--- config.mk ---
export PLATFORM = sky130hd
export DESIGN_NAME = obiv_ram
export DESIGN_NICKNAME = d
export VERILOG_FILES = /design/src/order_book_indicative_volume_defines.svh /design/src/obiv_ram.sv
export SDC_FILE = /design/constraint.sdc
export NUM_CORES = 1
export LEC_CHECK = 0
export ABC_AREA = 1
export BUFFER_PORTS_ARGS = -buffer_cell sky130_fd_sc_hd__buf_4
export CAP_MARGIN = 30
export CORE_AREA = 4 4 152 95
export CTS_CLUSTER_DIAMETER = 120
export DETAILED_ROUTE_END_ITERATION = 6
export DIE_AREA = 0 0 156 99
export PLACE_DENSITY = 0.7
export RECOVER_POWER = 25
export SLEW_MARGIN = 20
export SYNTH_ARGS = -nofsm -noshare
export SYNTH_HDL_FRONTEND = slang
export SYNTH_SLANG_ARGS = --single-unit
--- constraint.sdc ---
create_clock -name clk -period 1.5 [get_ports clk]
set_input_delay 0.3 -clock clk [delete_from_list [all_inputs] [get_ports clk]]
set_output_delay 0.3 -clock clk [all_outputs]
set_load 0.05 [all_outputs]
--- src/order_book_indicative_volume_defines.svh ---
// Assertion macros for the order book indicative volume block.
// No dependencies; modules that assert include this file.
`ifndef ORDER_BOOK_INDICATIVE_VOLUME_DEFINES_SVH
`define ORDER_BOOK_INDICATIVE_VOLUME_DEFINES_SVH

// same-cycle implication, checked at every clk edge out of reset
`define OBIV_ASSERT_IMP(lbl, ante, cons, msg) \
	lbl: assert property (@(posedge clk) disable iff (!arst_n) (ante) |-> (cons)) \
		else $error(msg);

// next-cycle implication
`define OBIV_ASSERT_NXT(lbl, ante, cons, msg) \
	lbl: assert property (@(posedge clk) disable iff (!arst_n) (ante) |=> (cons)) \
		else $error(msg);

`endif

--- src/obiv_ram.sv ---
// Simple dual-port synchronous RAM, one write and one registered read port.
// No dependencies.
module obiv_ram #(
	parameter int W = 8,
	parameter int D = 16
) (
	input  logic                 clk,
	input  logic                 we,
	input  logic [$clog2(D)-1:0] waddr,
	input  logic [W-1:0]         wdata,
	input  logic [$clog2(D)-1:0] raddr,
	output logic [W-1:0]         rdata
);
	logic [W-1:0] mem [D];

	always_ff @(posedge clk) begin
		if (we) begin
			mem[waddr] <= wdata;
		end
		rdata <= mem[raddr];
	end
endmodule

==> summary.md <==
| Metric | Value |
|---|---|
| Status | `completed` |
| Share of cell area taken by muxes after synthesis | `0` |
| Synth Warn # | `0` |
| # resized after CTS | `0` |
| Fraction of met2 tracks used by global routing | `0.248` |
| Clock tree root driver cell | `sky130_fd_sc_hd__clkbuf_16` |
| Buffers added on ports | `25` |
| Critical path capture point type | `output pin` |
| Commonest cells after routing, fill and taps aside | `sky130_fd_sc_hd__nand2_1 (173), sky130_fd_sc_hd__edfxtp_1 (128), sky130_fd_sc_hd__inv_1 (100)` |
| Setup TNS | `0 ns` |
| Die height | `roughly 99 µm` |
| Half-perimeter wire length of the detailed placement result | `8.79 mm` |
| Sink Count | `roughly 140` |
| Combinational family with the most area after synthesis | `simple AND/OR/NAND/NOR gates` |
| Hold-fix buffers, CTS | `0` |
| Post-synthesis share of cell area spent on xor and xnor gates | `0` |
| Sum of routed wire length over all layers | `13.6 mm` |
| ANT nets after route | `0` |
| Final-report setup violation count | `0` |
| Crit Reg-Reg Startpoint | `mem[7][3]$_DFFE_PP_` |
| Nets in the synthesized netlist | `569` |
| Floorplan row count | `32` |
| Chip width | `156 µm` |
| Placer Congestion | `0.904` |
| First-pass iteration count of the detailed router | `5` |
| CP bufs+invs | `1` |
| Achievable Freq | `0.729 GHz` |
| Synthesized instance count | `between 500 and 600` |
| Global routing met3 resource utilization | `0.0649` |
| Final net count | `around 620` |
| Total power per unit cell area | `1300 nW/µm²` |
| Area fraction in and, or, nand and nor cells after synthesis | `0.210` |
| Mean cell area of the mapped netlist | `between 10 and 15 µm²` |
| Via count of the routed design | `3928` |
| Clock latency on the worst-skew pair | `0.42 ns` |
| DRC violations left | `0` |
| Source of the critical timing path | `rdata[7]$_DFF_P_` |
| Measured slew at the worst slew-check pin | `0.894 ns` |
| Critical path, cell by cell | `buf_4` |
| Hold violation total from the final report | `0` |
| Area delta synth->final | `17.8%` |
| Global route overflow | `0` |
| Highest fanout seen on the critical path | `1` |
| Deepest clock path buffer count | `2` |
| Initial standard-cell utilization of the core | `0.449` |
| Maximum ir drop on the vdd rail | `0.830 mV` |
| Inserted Clock Buffers | `17` |
| Commonest non-fill, non-tap cell in the layout | `sky130_fd_sc_hd__nand2_1` |
| CP max stage delay | `0.42 ns` |
| Worst Skew | `0.00779 ns` |
| Die Area | `15400 µm²` |
| Ratio of cells with drive above 1 in the final layout | `0.126` |
| Required time at the worst-slack endpoint | `1.20 ns` |
| Final instance area | `6800 µm²` |
| Signal arrival time at the worst endpoint | `roughly 1.1 ns` |
| Post-synthesis compound-gate area fraction | `0` |
| Critical Path Source Type | `flop` |
| Leakage Power | `2.94 nW` |
| Hold_ws | `0.224 ns` |
| H-tree Lvls | `4` |
| Beginning of the worst hold path | `raddr[3]` |
| Core region area | `12900 µm²` |
| Antenna violations before repair | `0` |
| Vias in the first global route | `3691` |
| Critical-path top delay cell | `sky130_fd_sc_hd__dfxtp_1` |
| CTS tree | `done` |
| I/O pin count | `26` |
| Overall Global Routing Usage | `0.184` |
| Met1 Usage GRT | `0.279` |
| Sequential-to-total area share from yosys stat | `0.694` |
| Global-route wire length before repair | `20.6 mm` |
| Flop and latch count out of synthesis | `136` |
| Number of antenna repair diodes | `0` |
| Hold/Removal Path Class | `in -> reg` |
| Final Max Slew Viols | `0` |
| Start-to-end type of the worst setup path | `reg -> out` |
| Number of post-CTS setup repair buffers | `0` |
| Maximum number of pins on one net before global-route repair | `59` |
| Worst slew margin relative to its limit | `0.404` |
| Setup repair after global routing missed its margin | `false` |
| Mean routed wirelength per cell | `around 17 µm` |
| Post-place instance area | `6260 µm²` |
| Number of maximum-capacitance violations | `0` |
| Cell family contributing the most delay on the critical path | `flip-flops` |
| Period Utilization, post-route | `0.914` |
| Iter 0 DRT Violations | `445` |
| Via-per-instance ratio | `~5` |
| Global-route layer with the greatest usage | `met1` |
| Count of cell types in the netlist | `12` |
| Post-Synth Adder-Cell Area | `0` |
| Post-synthesis instance area | `roughly 5800 µm²` |
| Final critical-path required period | `approximately 1.4 ns` |
| Clock-pin slew on the worst setup and hold paths | `0.06 ns` |
cells by family after synthesis:
group / Yosys count
AND/OR/NAND/NOR: 289
flip-flops: 136
buffers and inverters: 126
Yosys cell counts, drive strengths merged:
library cell	n	area, µm²
nand2	173	649
edfxtp	128	3840
inv	102	383
nand3	97	485
buf	24	166
nor2	17	63.8
dfxtp	8	160
nand3b	2	15.0
state kept, by name (all words and copies together) (netlist names):
register and flops:
rdata 8, mem 128
power breakdown:
part / internal (mW) / total (mW) / leakage, nW / switching, mW
Combinational: 0.194 / 0.656 / 1.45 / 0.462
Clock: 2.36 / 3.91 / 0.270 / 1.56
Sequential: 4.25 / 4.28 / 1.22 / 0.0325
Total: 6.80 / 8.85 / 2.94 / 2.05
metal layers:
layer | vias up | share of wire
met1 | 1869 | 0.48
li1 | 1867 | -
met2 | 170 | 0.41
met4 | 0 | 0.012
met5 | - | 0
met3 | 22 | 0.097
per-stage QoR:
step                utilization  std cells  total power [mW]  setup WS (ns)
floorplan                     -        551              4.73          0.249
global placement          0.487        748              5.00         0.0365
detailed placement        0.487        748              5.02         0.0399
CTS                       0.530        780              8.89          0.146
global route              0.529        780              9.13          0.115
finish                    0.529        780              8.85          0.129
path summary, 6_finish.rpt:
kind / end / slack, ns / depth (start not counted)
worst min-delay path: rdata[6]$_DFF_P_ / 0.22 / 3
worst min register to register: rdata[6]$_DFF_P_ / 0.67 / 6
worst max-delay path: rdata[7] / 0.13 / 1
worst max register to register: rdata[3]$_DFF_P_ / 0.45 / 6
worst register-to-register path, delay by kind of cell (launching register included):
| family | cells | cell delay (ns) |
|---|---|---|
| simple gates | 5 | 0.51 |
| flops | 1 | 0.37 |
| buf+inv | 1 | 0.07 |
layout make-up:
| class | count | area [µm²] |
|---|---|---|
| Tap cell | 170 | 213 |
| Inverter | 102 | 383 |
| Multi-Input combinational cell | 289 | 1210 |
| Fill cell | 1105 | 6060 |
| Timing Repair Buffer | 51 | 423 |
| Sequential cell | 136 | 4000 |
| Clock inverter | 12 | 103 |
| Clock buffer | 20 | 457 |
Power figures use the tool's default switching activity.
